**src/hw/rtl/tts_pkg.sv**
```systemverilog
`timescale 1ns / 1ps

package tts_pkg;

   // field widths
   localparam int unsigned POS_W    = 32;
   localparam int unsigned TEX_W    = 16;
   localparam int unsigned THR_W    = 25;
   localparam int unsigned DTEX_W   = TEX_W + 1;          // uv delta
   localparam int unsigned DPOS_W   = POS_W + 1;          // position delta
   localparam int unsigned PROD_W   = DPOS_W + DTEX_W;    // one product
   localparam int unsigned NUM_W    = PROD_W + 1;         // difference of two products
   localparam int unsigned AREA_W   = 2 * DTEX_W + 1;     // signed uv area
   localparam int unsigned FRAC_SH  = 12;                 // Q.28 / Q.24 -> Q.16
   localparam int unsigned DVD_W    = NUM_W + FRAC_SH;    // dividend magnitude
   localparam int unsigned CNT_W    = 6;                  // divider step counter width

   localparam logic [THR_W-1:0] THR_RESET = THR_W'(168);

   // term codes, shared by controller and datapath
   localparam logic [2:0] TERM_AREA = 3'd0;
   localparam logic [2:0] TERM_TX   = 3'd1;
   localparam logic [2:0] TERM_TY   = 3'd2;
   localparam logic [2:0] TERM_TZ   = 3'd3;
   localparam logic [2:0] TERM_BX   = 3'd4;
   localparam logic [2:0] TERM_BY   = 3'd5;
   localparam logic [2:0] TERM_BZ   = 3'd6;

   typedef struct packed {
      logic signed [POS_W-1:0] pos_x;
      logic signed [POS_W-1:0] pos_y;
      logic signed [POS_W-1:0] pos_z;
      logic signed [TEX_W-1:0] tex_u;
      logic signed [TEX_W-1:0] tex_v;
   } req_type;

   typedef struct packed {
      logic signed [POS_W-1:0] tangent_x;
      logic signed [POS_W-1:0] tangent_y;
      logic signed [POS_W-1:0] tangent_z;
      logic signed [POS_W-1:0] bitangent_x;
      logic signed [POS_W-1:0] bitangent_y;
      logic signed [POS_W-1:0] bitangent_z;
      logic                    degenerate;
      logic                    saturated;
   } rsp_type;

   typedef struct packed {
      logic       capture;     // corner transaction accepted
      logic [1:0] corner;
      logic [2:0] term;
      logic       mul;         // load product register
      logic       hold_first;  // keep first product
      logic       sub;         // form difference
      logic       check;       // latch area magnitude and degenerate flag
      logic       div_start;
      logic       res_store;
      logic       out_load;
   } cmd_type;

   typedef struct packed {
      logic degenerate;
      logic div_done;
   } status_type;

endpackage

```
**src/hw/rtl/tts_div.sv**
```systemverilog
`timescale 1ns / 1ps

module tts_div import tts_pkg::*; (
   input  logic                clock,
   input  logic                reset,
   input  logic                start,
   input  logic [DVD_W-1:0]    dividend,
   input  logic [AREA_W-1:0]   divisor,
   output logic                done,
   output logic [DVD_W-1:0]    quotient
);

   logic              busy_ff, busy_in;
   logic              done_ff, done_in;
   logic [CNT_W-1:0]  cnt_ff, cnt_in;
   logic [DVD_W-1:0]  dvd_ff, dvd_in;
   logic [AREA_W-1:0] rem_ff, rem_in;
   logic [AREA_W-1:0] dsr_ff, dsr_in;
   logic [AREA_W:0]   trial;
   logic              ge;

   // one restoring step per cycle, quotient bits shift into the dividend register
   always_comb begin
      trial   = {rem_ff, dvd_ff[DVD_W-1]};
      ge      = trial >= {1'b0, dsr_ff};
      busy_in = busy_ff;
      done_in = 1'b0;
      cnt_in  = cnt_ff;
      dvd_in  = dvd_ff;
      rem_in  = rem_ff;
      dsr_in  = dsr_ff;
      if (start) begin
         busy_in = 1'b1;
         cnt_in  = '0;
         dvd_in  = dividend;
         rem_in  = '0;
         dsr_in  = divisor;
      end else if (busy_ff) begin
         rem_in = ge ? AREA_W'(trial - {1'b0, dsr_ff}) : trial[AREA_W-1:0];
         dvd_in = {dvd_ff[DVD_W-2:0], ge};
         cnt_in = cnt_ff + 1'b1;
         if (cnt_ff == CNT_W'(DVD_W - 1)) begin
            busy_in = 1'b0;
            done_in = 1'b1;
         end
      end
   end

   always_ff @(posedge clock) begin
      if (reset) begin
         busy_ff <= 1'b0;
         done_ff <= 1'b0;
         cnt_ff  <= '0;
      end else begin
         busy_ff <= busy_in;
         done_ff <= done_in;
         cnt_ff  <= cnt_in;
      end
      dvd_ff <= dvd_in;
      rem_ff <= rem_in;
      dsr_ff <= dsr_in;
   end

   assign done     = done_ff;
   assign quotient = dvd_ff;

endmodule

```
**src/hw/rtl/tts_datapath.sv**
```systemverilog
`timescale 1ns / 1ps

module tts_datapath import tts_pkg::*; (
   input  logic             clock,
   input  logic             reset,
   input  cmd_type          cmd,
   output status_type       status,
   input  req_type          req_data,
   input  logic             csr_wr_en,
   input  logic [THR_W-1:0] csr_wr_data,
   output rsp_type          rsp_data
);

   logic [THR_W-1:0]         thr_ff;
   logic signed [POS_W-1:0]  p0_ff [3];
   logic signed [POS_W-1:0]  p1_ff [3];
   logic signed [TEX_W-1:0]  u0_ff, v0_ff, u1_ff, v1_ff;
   logic signed [DTEX_W-1:0] du1_ff, dv1_ff, du2_ff, dv2_ff;
   logic signed [DPOS_W-1:0] dp1_ff [3];
   logic signed [DPOS_W-1:0] dp2_ff [3];
   logic signed [POS_W-1:0]  cur_pos [3];

   logic signed [DPOS_W-1:0] op_a;
   logic signed [DTEX_W-1:0] op_b;
   logic [1:0]               axis;
   logic signed [PROD_W-1:0] prod_ff, prod1_ff;
   logic signed [NUM_W-1:0]  num_ff;

   logic signed [AREA_W-1:0] area;
   logic [AREA_W-1:0]        amag;
   logic [AREA_W-1:0]        amag_ff;
   logic                     aneg_ff;
   logic                     degen_ff;
   logic                     sat_ff;
   logic                     sign_ff;
   logic [NUM_W-1:0]         nmag;

   logic                     div_done;
   logic [DVD_W-1:0]         quot;
   logic [POS_W-1:0]         clamped;
   logic                     clamp_hit;
   logic [POS_W-1:0]         res_ff [6];
   logic [2:0]               slot;

   assign cur_pos[0] = req_data.pos_x;
   assign cur_pos[1] = req_data.pos_y;
   assign cur_pos[2] = req_data.pos_z;

   // threshold register
   always_ff @(posedge clock) begin
      if (reset) begin
         thr_ff <= THR_RESET;
      end else if (csr_wr_en) begin
         thr_ff <= csr_wr_data;
      end
   end

   // corner capture and edge deltas
   always_ff @(posedge clock) begin
      if (cmd.capture) begin
         unique case (cmd.corner)
            2'd0: begin
               for (int i = 0; i < 3; i++) p0_ff[i] <= cur_pos[i];
               u0_ff <= req_data.tex_u;
               v0_ff <= req_data.tex_v;
            end
            2'd1: begin
               for (int i = 0; i < 3; i++) p1_ff[i] <= cur_pos[i];
               u1_ff <= req_data.tex_u;
               v1_ff <= req_data.tex_v;
            end
            default: begin
               for (int i = 0; i < 3; i++) begin
                  dp1_ff[i] <= DPOS_W'(p1_ff[i]) - DPOS_W'(p0_ff[i]);
                  dp2_ff[i] <= DPOS_W'(cur_pos[i]) - DPOS_W'(p0_ff[i]);
               end
               du1_ff <= DTEX_W'(u1_ff) - DTEX_W'(u0_ff);
               dv1_ff <= DTEX_W'(v1_ff) - DTEX_W'(v0_ff);
               du2_ff <= DTEX_W'(req_data.tex_u) - DTEX_W'(u0_ff);
               dv2_ff <= DTEX_W'(req_data.tex_v) - DTEX_W'(v0_ff);
            end
         endcase
      end
   end

   // multiplier operand selection per term and product
   always_comb begin
      axis = 2'd0;
      op_a = DPOS_W'(du1_ff);
      op_b = dv2_ff;
      unique case (cmd.term)
         TERM_AREA: begin
            op_a = cmd.hold_first ? DPOS_W'(dv1_ff) : DPOS_W'(du1_ff);
            op_b = cmd.hold_first ? du2_ff : dv2_ff;
         end
         TERM_TX, TERM_TY, TERM_TZ: begin
            axis = 2'(cmd.term - TERM_TX);
            op_a = cmd.hold_first ? dp2_ff[axis] : dp1_ff[axis];
            op_b = cmd.hold_first ? dv1_ff : dv2_ff;
         end
         TERM_BX, TERM_BY, TERM_BZ: begin
            axis = 2'(cmd.term - TERM_BX);
            op_a = cmd.hold_first ? dp1_ff[axis] : dp2_ff[axis];
            op_b = cmd.hold_first ? du2_ff : du1_ff;
         end
         default: begin
            axis = 2'd0;
         end
      endcase
   end

   // shared multiplier and difference
   always_ff @(posedge clock) begin
      if (cmd.mul) prod_ff <= op_a * op_b;
      if (cmd.hold_first) prod1_ff <= prod_ff;
      if (cmd.sub) num_ff <= NUM_W'(prod1_ff) - NUM_W'(prod_ff);
   end

   // area magnitude and degenerate test
   assign area = num_ff[AREA_W-1:0];
   assign amag = area[AREA_W-1] ? AREA_W'(-area) : AREA_W'(area);
   assign nmag = num_ff[NUM_W-1] ? NUM_W'(-num_ff) : NUM_W'(num_ff);

   always_ff @(posedge clock) begin
      if (cmd.check) begin
         amag_ff  <= amag;
         aneg_ff  <= area[AREA_W-1];
         degen_ff <= amag <= AREA_W'(thr_ff);
      end
      if (cmd.div_start) sign_ff <= num_ff[NUM_W-1] ^ aneg_ff;
   end

   tts_div u_div (
      .clock    (clock),
      .reset    (reset),
      .start    (cmd.div_start),
      .dividend ({nmag, FRAC_SH'(0)}),
      .divisor  (amag_ff),
      .done     (div_done),
      .quotient (quot)
   );

   // signed clamp of the quotient
   always_comb begin
      clamp_hit = 1'b0;
      if (sign_ff) begin
         if (quot > DVD_W'(64'h8000_0000)) begin
            clamp_hit = 1'b1;
            clamped   = 32'h8000_0000;
         end else begin
            clamped = POS_W'(-quot[POS_W-1:0]);
         end
      end else begin
         if (quot > DVD_W'(64'h7FFF_FFFF)) begin
            clamp_hit = 1'b1;
            clamped   = 32'h7FFF_FFFF;
         end else begin
            clamped = quot[POS_W-1:0];
         end
      end
   end

   assign slot = cmd.term - TERM_TX;

   // component results and saturate flag
   always_ff @(posedge clock) begin
      if (cmd.check) sat_ff <= 1'b0;
      if (cmd.res_store) begin
         res_ff[slot] <= clamped;
         if (clamp_hit) sat_ff <= 1'b1;
      end
   end

   // output register
   always_ff @(posedge clock) begin
      if (cmd.out_load) begin
         rsp_data.tangent_x   <= degen_ff ? '0 : res_ff[0];
         rsp_data.tangent_y   <= degen_ff ? '0 : res_ff[1];
         rsp_data.tangent_z   <= degen_ff ? '0 : res_ff[2];
         rsp_data.bitangent_x <= degen_ff ? '0 : res_ff[3];
         rsp_data.bitangent_y <= degen_ff ? '0 : res_ff[4];
         rsp_data.bitangent_z <= degen_ff ? '0 : res_ff[5];
         rsp_data.degenerate  <= degen_ff;
         rsp_data.saturated   <= degen_ff ? 1'b0 : sat_ff;
      end
   end

   assign status.degenerate = amag <= AREA_W'(thr_ff);
   assign status.div_done   = div_done;

endmodule

```
**src/hw/rtl/tts_ctrl.sv**
```systemverilog
`timescale 1ns / 1ps

module tts_ctrl import tts_pkg::*; (
   input  logic       clock,
   input  logic       reset,
   input  logic       req_valid,
   output logic       req_ready,
   output logic       rsp_valid,
   input  logic       rsp_ready,
   input  status_type status,
   output cmd_type    cmd
);

   localparam logic [3:0] S_IDLE     = 4'd0;
   localparam logic [3:0] S_MUL1     = 4'd1;
   localparam logic [3:0] S_MUL2     = 4'd2;
   localparam logic [3:0] S_SUB      = 4'd3;
   localparam logic [3:0] S_CHECK    = 4'd4;
   localparam logic [3:0] S_DIV_GO   = 4'd5;
   localparam logic [3:0] S_DIV_WAIT = 4'd6;
   localparam logic [3:0] S_OUT      = 4'd7;

   logic [3:0] state_ff, state_in;
   logic [1:0] corner_ff, corner_in;
   logic [2:0] term_ff, term_in;
   logic       rsp_valid_ff, rsp_valid_in;
   logic       accept;
   logic       out_free;

   assign req_ready = state_ff == S_IDLE;
   assign accept    = req_valid && req_ready;
   assign out_free  = !rsp_valid_ff || rsp_ready;

   // sequencer
   always_comb begin
      state_in     = state_ff;
      corner_in    = corner_ff;
      term_in      = term_ff;
      rsp_valid_in = rsp_valid_ff && !rsp_ready;
      cmd            = '0;
      cmd.corner     = corner_ff;
      cmd.term       = term_ff;
      cmd.capture    = accept;
      unique case (state_ff)
         S_IDLE: begin
            if (accept) begin
               if (corner_ff == 2'd2) begin
                  corner_in = 2'd0;
                  term_in   = TERM_AREA;
                  state_in  = S_MUL1;
               end else begin
                  corner_in = corner_ff + 1'b1;
               end
            end
         end
         S_MUL1: begin
            cmd.mul  = 1'b1;
            state_in = S_MUL2;
         end
         S_MUL2: begin
            cmd.mul        = 1'b1;
            cmd.hold_first = 1'b1;
            state_in       = S_SUB;
         end
         S_SUB: begin
            cmd.sub  = 1'b1;
            state_in = (term_ff == TERM_AREA) ? S_CHECK : S_DIV_GO;
         end
         S_CHECK: begin
            cmd.check = 1'b1;
            if (status.degenerate) begin
               state_in = S_OUT;
            end else begin
               term_in  = TERM_TX;
               state_in = S_MUL1;
            end
         end
         S_DIV_GO: begin
            cmd.div_start = 1'b1;
            state_in      = S_DIV_WAIT;
         end
         S_DIV_WAIT: begin
            if (status.div_done) begin
               cmd.res_store = 1'b1;
               if (term_ff == TERM_BZ) begin
                  state_in = S_OUT;
               end else begin
                  term_in  = term_ff + 1'b1;
                  state_in = S_MUL1;
               end
            end
         end
         S_OUT: begin
            if (out_free) begin
               cmd.out_load = 1'b1;
               rsp_valid_in = 1'b1;
               state_in     = S_IDLE;
            end
         end
         default: begin
            state_in = S_IDLE;
         end
      endcase
   end

   always_ff @(posedge clock) begin
      if (reset) begin
         state_ff     <= S_IDLE;
         corner_ff    <= 2'd0;
         term_ff      <= TERM_AREA;
         rsp_valid_ff <= 1'b0;
      end else begin
         state_ff     <= state_in;
         corner_ff    <= corner_in;
         term_ff      <= term_in;
         rsp_valid_ff <= rsp_valid_in;
      end
   end

   assign rsp_valid = rsp_valid_ff;

endmodule

```
**src/hw/rtl/triangle_tangent_solver_core.sv**
```systemverilog
`timescale 1ns / 1ps

// channel   direction  handshake              payload
// req_      in         req_valid/req_ready    req_type, one triangle corner
// rsp_      out        rsp_valid/rsp_ready    rsp_type, one result per triangle
// csr_      in         csr_wr_en              csr_wr_data, area threshold
//
// first and second corner of a triangle: taken in one cycle each
// third corner: the area first, then per component two products on the shared
// multiplier and their difference, a divider start and a wait while its 63 quotient bits
// form, all before the next corner is taken; a degenerate triangle skips the components
// synchronous active-high reset clears the sequencer and corner count and reloads the threshold
// a waiting result does not block corners; only a finished triangle waits for it

module triangle_tangent_solver_core import tts_pkg::*; (
   input  logic             clock,
   input  logic             reset,
   input  logic             req_valid,
   output logic             req_ready,
   input  req_type          req_data,
   output logic             rsp_valid,
   input  logic             rsp_ready,
   output rsp_type          rsp_data,
   input  logic             csr_wr_en,
   input  logic [THR_W-1:0] csr_wr_data
);

   cmd_type    cmd;
   status_type status;

   tts_ctrl u_ctrl (
      .clock     (clock),
      .reset     (reset),
      .req_valid (req_valid),
      .req_ready (req_ready),
      .rsp_valid (rsp_valid),
      .rsp_ready (rsp_ready),
      .status    (status),
      .cmd       (cmd)
   );

   tts_datapath u_datapath (
      .clock       (clock),
      .reset       (reset),
      .cmd         (cmd),
      .status      (status),
      .req_data    (req_data),
      .csr_wr_en   (csr_wr_en),
      .csr_wr_data (csr_wr_data),
      .rsp_data    (rsp_data)
   );

endmodule

```
**config.mk**
```make
export PLATFORM = sky130hd
export DESIGN_NAME = triangle_tangent_solver_core
export DESIGN_NICKNAME = d
export VERILOG_FILES = /design/src/hw/rtl/tts_pkg.sv /design/src/hw/rtl/tts_div.sv /design/src/hw/rtl/tts_datapath.sv /design/src/hw/rtl/tts_ctrl.sv /design/src/hw/rtl/triangle_tangent_solver_core.sv
export SDC_FILE = /design/constraint.sdc
export NUM_CORES = 2
export LEC_CHECK = 0
export BUFFER_PORTS_ARGS = -buffer_cell sky130_fd_sc_hd__buf_2
export CAP_MARGIN = 20
export CORE_ASPECT_RATIO = 0.9
export CORE_MARGIN = 2
export CORE_UTILIZATION = 38
export DETAILED_ROUTE_END_ITERATION = 7
export SYNTH_ARGS = -nofsm -noshare
export SYNTH_HDL_FRONTEND = slang
export SYNTH_HIERARCHICAL = 1
export SYNTH_SLANG_ARGS = --single-unit
```
**constraint.sdc**
```tcl
create_clock -name clock -period 12.9 [get_ports clock]
set_input_delay 0.645 -clock clock [delete_from_list [all_inputs] [get_ports clock]]
set_output_delay 0.645 -clock clock [all_outputs]
set_load 0.02 [all_outputs]
```
Word level (Yosys, flattened, before mapping)
Memory sizes are Yosys's and may differ from the RTL's. A register that Yosys moved wholly into a read port is not among the register bits. Cells that the tools add are included.

Equality and inequality tests: 22. Add/sub/neg operators: 20. Multiplexer cells: 63. Order comparisons: 4. $mul: 1. Bitwise gates (word level): 3. Reductions and logical operators: 22.

Operators with widths (count): $sub A32 B32 Y33 (6); $mux W63 (2); $mux W33 (3); $pmux W33 S3 (1); $mux W32 (3); $mux W35 (2); $sub A16 B16 Y17 (4); $gt A63 B31 Y1 const B (1); $gt A63 B32 Y1 const B (1); $mux W17 (3); $mux W51 (1); $neg A51 Y51 (1); $pmux W17 S3 (1); $sub A50 B50 Y51 (1); $mul A33 B17 Y50 (1); $ge A36 B35 Y1 (1); $le A35 B25 Y1 (1); $neg A35 Y35 (1); $sub A35 B35 Y35 (1); $mux W1 (33); $neg A32 Y32 (1); $pmux W4 S8 (1); $mux W3 (7); $eq A4 B3 Y1 const B (4); 33 further kinds (54).

Memory bits (writable): 582. Bits in registers: 500. Memories kept: 5. Word-level logic and storage cells: 170.

Memory list: u_datapath.res_ff (words 6, width 32, rd ports 6, clocked after Yosys merged registers in 6, wr ports 1, RTL line tts_datapath.sv:42) `logic [POS_W-1:0] res_ff [6];`; u_datapath.dp1_ff (words 3, width 33, rd ports 2, clocked after Yosys merged registers in 0, wr ports 3, RTL line tts_datapath.sv:19) `logic signed [DPOS_W-1:0] dp1_ff [3];`; u_datapath.dp2_ff (words 3, width 33, rd ports 2, clocked after Yosys merged registers in 0, wr ports 3, RTL line tts_datapath.sv:20) `logic signed [DPOS_W-1:0] dp2_ff [3];`; u_datapath.p0_ff (words 3, width 32, rd ports 3, clocked after Yosys merged registers in 0, wr ports 3, RTL line tts_datapath.sv:15) `logic signed [POS_W-1:0] p0_ff [3];`; u_datapath.p1_ff (words 3, width 32, rd ports 3, clocked after Yosys merged registers in 0, wr ports 3, RTL line tts_datapath.sv:16) `logic signed [POS_W-1:0] p1_ff [3];`.

Longest topological paths before layout
Depth after elaboration: 5. Gate-level depth with buffers: 38. Gate-level depth less buffers: 31.

Cells and area by module
Netlist, hierarchy kept.

By module, submodules not included: tts_datapath (sequential area each 33462.1 um^2, area an instance 76937.5 um^2, cells each 6906, times used 1); tts_div (sequential area each 3803.6 um^2, area an instance 7500.9 um^2, cells each 699, times used 1); tts_ctrl (sequential area each 180.2 um^2, area an instance 659.4 um^2, cells each 83, times used 1).

Worst setup path before layout
Ideal clock, no wire load.

Path type: register to register. From: register u_ctrl.state_ff[1]. To: register u_datapath.prod_ff[48], data pin. Path slack: -348 ps. Library setup time: 262 ps. Buffers on the path: 7. Data required time: 12638 ps. Cell stages (with the launch flop): 36. Arrival: 12985 ps. Period minus slack after synthesis: 13248 ps. Path through: dfxtp_1 > buf_6 > buf_2 > nor3b_1 > buf_2 > buf_1 > clkbuf_1 > clkbuf_1 > a21oi_1 > nor2_1 > nor2_1 > a31oi_1 > clkbuf_1 > nand2_1 > fa_1 > inv_1 > fa_1 > inv_1 > fa_1 > inv_1 > fa_1 > fa_1 > inv_1 > fa_1 > inv_1 > ha_1 > nand4_1 > nor2_1 > o311ai_0 > a31oi_1 > a41oi_1 > a21o_1 > a221o_1 > a211o_1 > mux2i_1 > nand3_1.

RTL lines: from (decl) (RTL line tts_ctrl.sv:23) `logic [3:0] state_ff, state_in;`; from (signal assigned) (RTL line tts_ctrl.sv:113) `state_ff <= state_in;`; to (signal assigned) (RTL line tts_datapath.sv:114) `if (cmd.mul) prod_ff <= op_a * op_b;`; to (decl) (RTL line tts_datapath.sv:26) `logic signed [PROD_W-1:0] prod_ff, prod1_ff;`.

==> results_dict.tcl <==
set metrics [dict create \
    status "complete, no violations" \
    cts_buffers 144 \
    grt_pass1_wl_mm 351 \
    grt_max_degree 171 \
    rsz0062_at_grt "false" \
    synth_area_leaders "edfxtp_1 42%, fa_1 13%, ha_1 7.3%" \
    core_area_mm2 0.222 \
    fmax_mhz 96.1 \
    crit_path_end_kind "flip-flop" \
    vias 58900 \
    nets 9288 \
    die_area_mm2 0.228 \
    setup.worst_path.start "u_ctrl/state_ff[1]" \
    synth_ff_type "edfxtp_1" \
    ys_seq_area_frac 0.440 \
    die-height_um 453 \
    syn_inst 7688 \
    fin_crit_ns 10.40 \
    cts.sinks 1273 \
    r2r_setup_slack_ns 2.50 \
    drt_wl_total_mm 228 \
    grtUsageTotal 0.199 \
    dr.pass1.iters 6 \
    die_w_um 503 \
    whs_path_depth 3 \
    synth_edf_count 1195 \
    fin_tns_setup_ns 0 \
    worst-path-buf-inv 7 \
    drt_iter0_markers 5297 \
    yosys.area.top_type_share 0.422 \
    cts_tree "done" \
    synth_top_area_cell "edfxtp_1" \
    antenna_found_initial 3 \
    cp_data_required_time_ns 13.47 \
    crit_type "flip-flop to flip-flop" \
    yosys_warnings 6 \
    cp-endpoint "u_datapath/prod_ff[48]" \
    antenna_left 0 \
    crit_path_start_kind "flip-flop" \
    via_per_inst 5.27 \
    ctsResizeCount 0 \
    finalWeightedCongestion 0.949 \
    crit_fanout 132 \
    max_stage_delay_ns 0.77 \
    r2r_start "u_ctrl/state_ff[1]" \
    skew_ns 0.0794 \
    r2r-end "u_datapath/prod_ff[48]" \
    yosysUniqueCellTypes 92 \
    finalSetupViolations 0 \
    root_buffer "clkbuf_16" \
    worst_slew_pin_slew_ns 1.20 \
    rows 164 \
    drive_above_1_share 0.107 \
    dp.cells 10900 \
    avgSynthCellArea_um2 11.1 \
    ys_async_sr_fraction 0 \
    grt_pass1_vias 59000 \
    drc 0 \
    drt-wirelength-per-cell_um 20.4 \
    instances_no_fill 11200 \
    hold_class "input port to flip-flop" \
    hold-worst-slack_ns 0.0647 \
    relSlewSlack 0.195 \
    clock_latency_ns 0.86 \
    initial_core_util 0.383 \
    syn-cell-area_mm2 0.0851 \
    areaGrowthSynthToFinish_pct 12.8 \
    ys_ff_latch 1273 \
    hold_viol 0 \
    numPortBuffers 353 \
    grt_overflow_total 0 \
    cap_violations 0 \
    cp_slowest_cell "dfxtp_1" \
    hpwl_mm 173 \
    final_common_cell "edfxtp_1" \
    final_cell_mix "1,195 x edfxtp_1, 968 x inv_1, 654 x nor2_1" \
    reg2reg_depth 28 \
    crit_family "adder cells" \
    path_depth 28 \
    cts.reportedPaths.clkPinSlew_ns 0.06 \
    crit_arrival_ns 10.97 \
    maxSlewViolCount 0 \
    critPathMostFrequentCell "fa_1" \
    period_share 0.806 \
    num_io_pins 354 \
    htreeDepth 4 \
    cts_buffer_depth 3 \
]
what timing repair did:
| item | in CTS | in global routing |
|---|---|---|
| hold buffers | 67 | 0 |
| hold endpoints to repair | 123 | 0 |
| setup buffers | 0 | 0 |
cells by family after synthesis:
kind of cell | share of synthesized area
flip-flops | 0.440
XOR/XNOR | 0.0413
AND/OR/NAND/NOR | 0.117
buffers and inverters | 0.0550
other | 0.0000441
AO/OA/AOI/OAI | 0.105
adder cells (fa/ha/maj) | 0.202
multiplexers | 0.0392
sequential cells by signal (all words and copies together), names as in the netlist, 25 cells and up:
register	cells
u_datapath/res_ff	192
u_datapath/amag_ff	35
u_datapath/dp1_ff	99
u_datapath/prod_ff	50
u_datapath/prod1_ff	50
u_datapath/dp2_ff	99
u_datapath/u_div/rem_ff	35
u_datapath/u_div/dsr_ff	35
u_datapath/p0_ff	96
u_datapath/num_ff	51
u_datapath/p1_ff	96
u_datapath/rsp_data	194
u_datapath/u_div/quotient	63
u_datapath/thr_ff	25
cell type report:
class,instances,area (um^2)
sequential,1273,37500
clock buffer,171,3700
timing repair buffer,500,3120
clock inverter,88,1030
multi-input combinational,5196,43300
antenna,2,5.00
fill,20900,126000
inverter,970,3640
tap,2988,3740
cells in the mapped netlist (39+ instances only):
master / count
a211oi_1: 40
a21o_1: 139
a21oi_1: 355
a31oi_1: 59
and3_1: 49
clkbuf_1: 214
dfxtp_1: 78
edfxtp_1: 1195
fa_1: 548
ha_1: 497
inv_1: 969
mux2_2: 65
mux2i_1: 112
mux4_2: 66
nand2_1: 632
nand2b_1: 73
nand3_1: 91
nand4_1: 45
nor2_1: 661
nor2b_1: 282
nor3_1: 97
o211ai_1: 57
o21a_1: 82
o21ai_0: 289
or3_1: 39
xnor2_1: 326
xor2_1: 75
worst min-delay path by stage:
stage | start | to | slack (ns)
2_1_floorplan | u_datapath/amag_ff[0] | u_datapath/u_div/dsr_ff[0] | 0.40
3_3_place_gp | u_datapath/amag_ff[17] | u_datapath/u_div/dsr_ff[17] | 0.40
3_5_place_dp | u_datapath/amag_ff[13] | u_datapath/u_div/dsr_ff[13] | 0.40
4_1_cts | req_data[112] | u_datapath/p0_ff[0][16] | 0.00009
5_1_grt | req_data[113] | u_datapath/p1_ff[0][17] | 0.03
6_report | csr_wr_data[2] | u_datapath/thr_ff[2] | 0.06
per-stage QoR:
stage	instance area, um^2	utilization	worst slack [ns]
after floorplan	85100	-	1.69
after global placement	90400	0.407	2.65
after detailed placement	90500	0.407	2.58
after CTS	95900	0.432	2.59
after global routing	96000	0.432	1.95
final	96000	0.432	2.50
metal layers:
layer	wire (um)	share of wire	global-route usage	vias to the layer above
met2	102000	0.45	0.313	1913
met1	104000	0.46	0.280	29100
met4	7070	0.031	0.0657	2
li1	-	-	-	27500
met3	14900	0.065	0.0331	373
met5	13	0.000057	0	-
worst register-to-register path: cells and delay by family, from the launching register on:
kind	cells	cell delay (ns)
buf+inv	7	2.27
compound gates	8	2.59
fa+ha+maj	7	3.50
simple gates	5	0.89
flops	1	0.77
mux	1	0.17
Power is not shown: default switching activity piles up to over one toggle a cycle in this logic, so the estimate is an artifact.
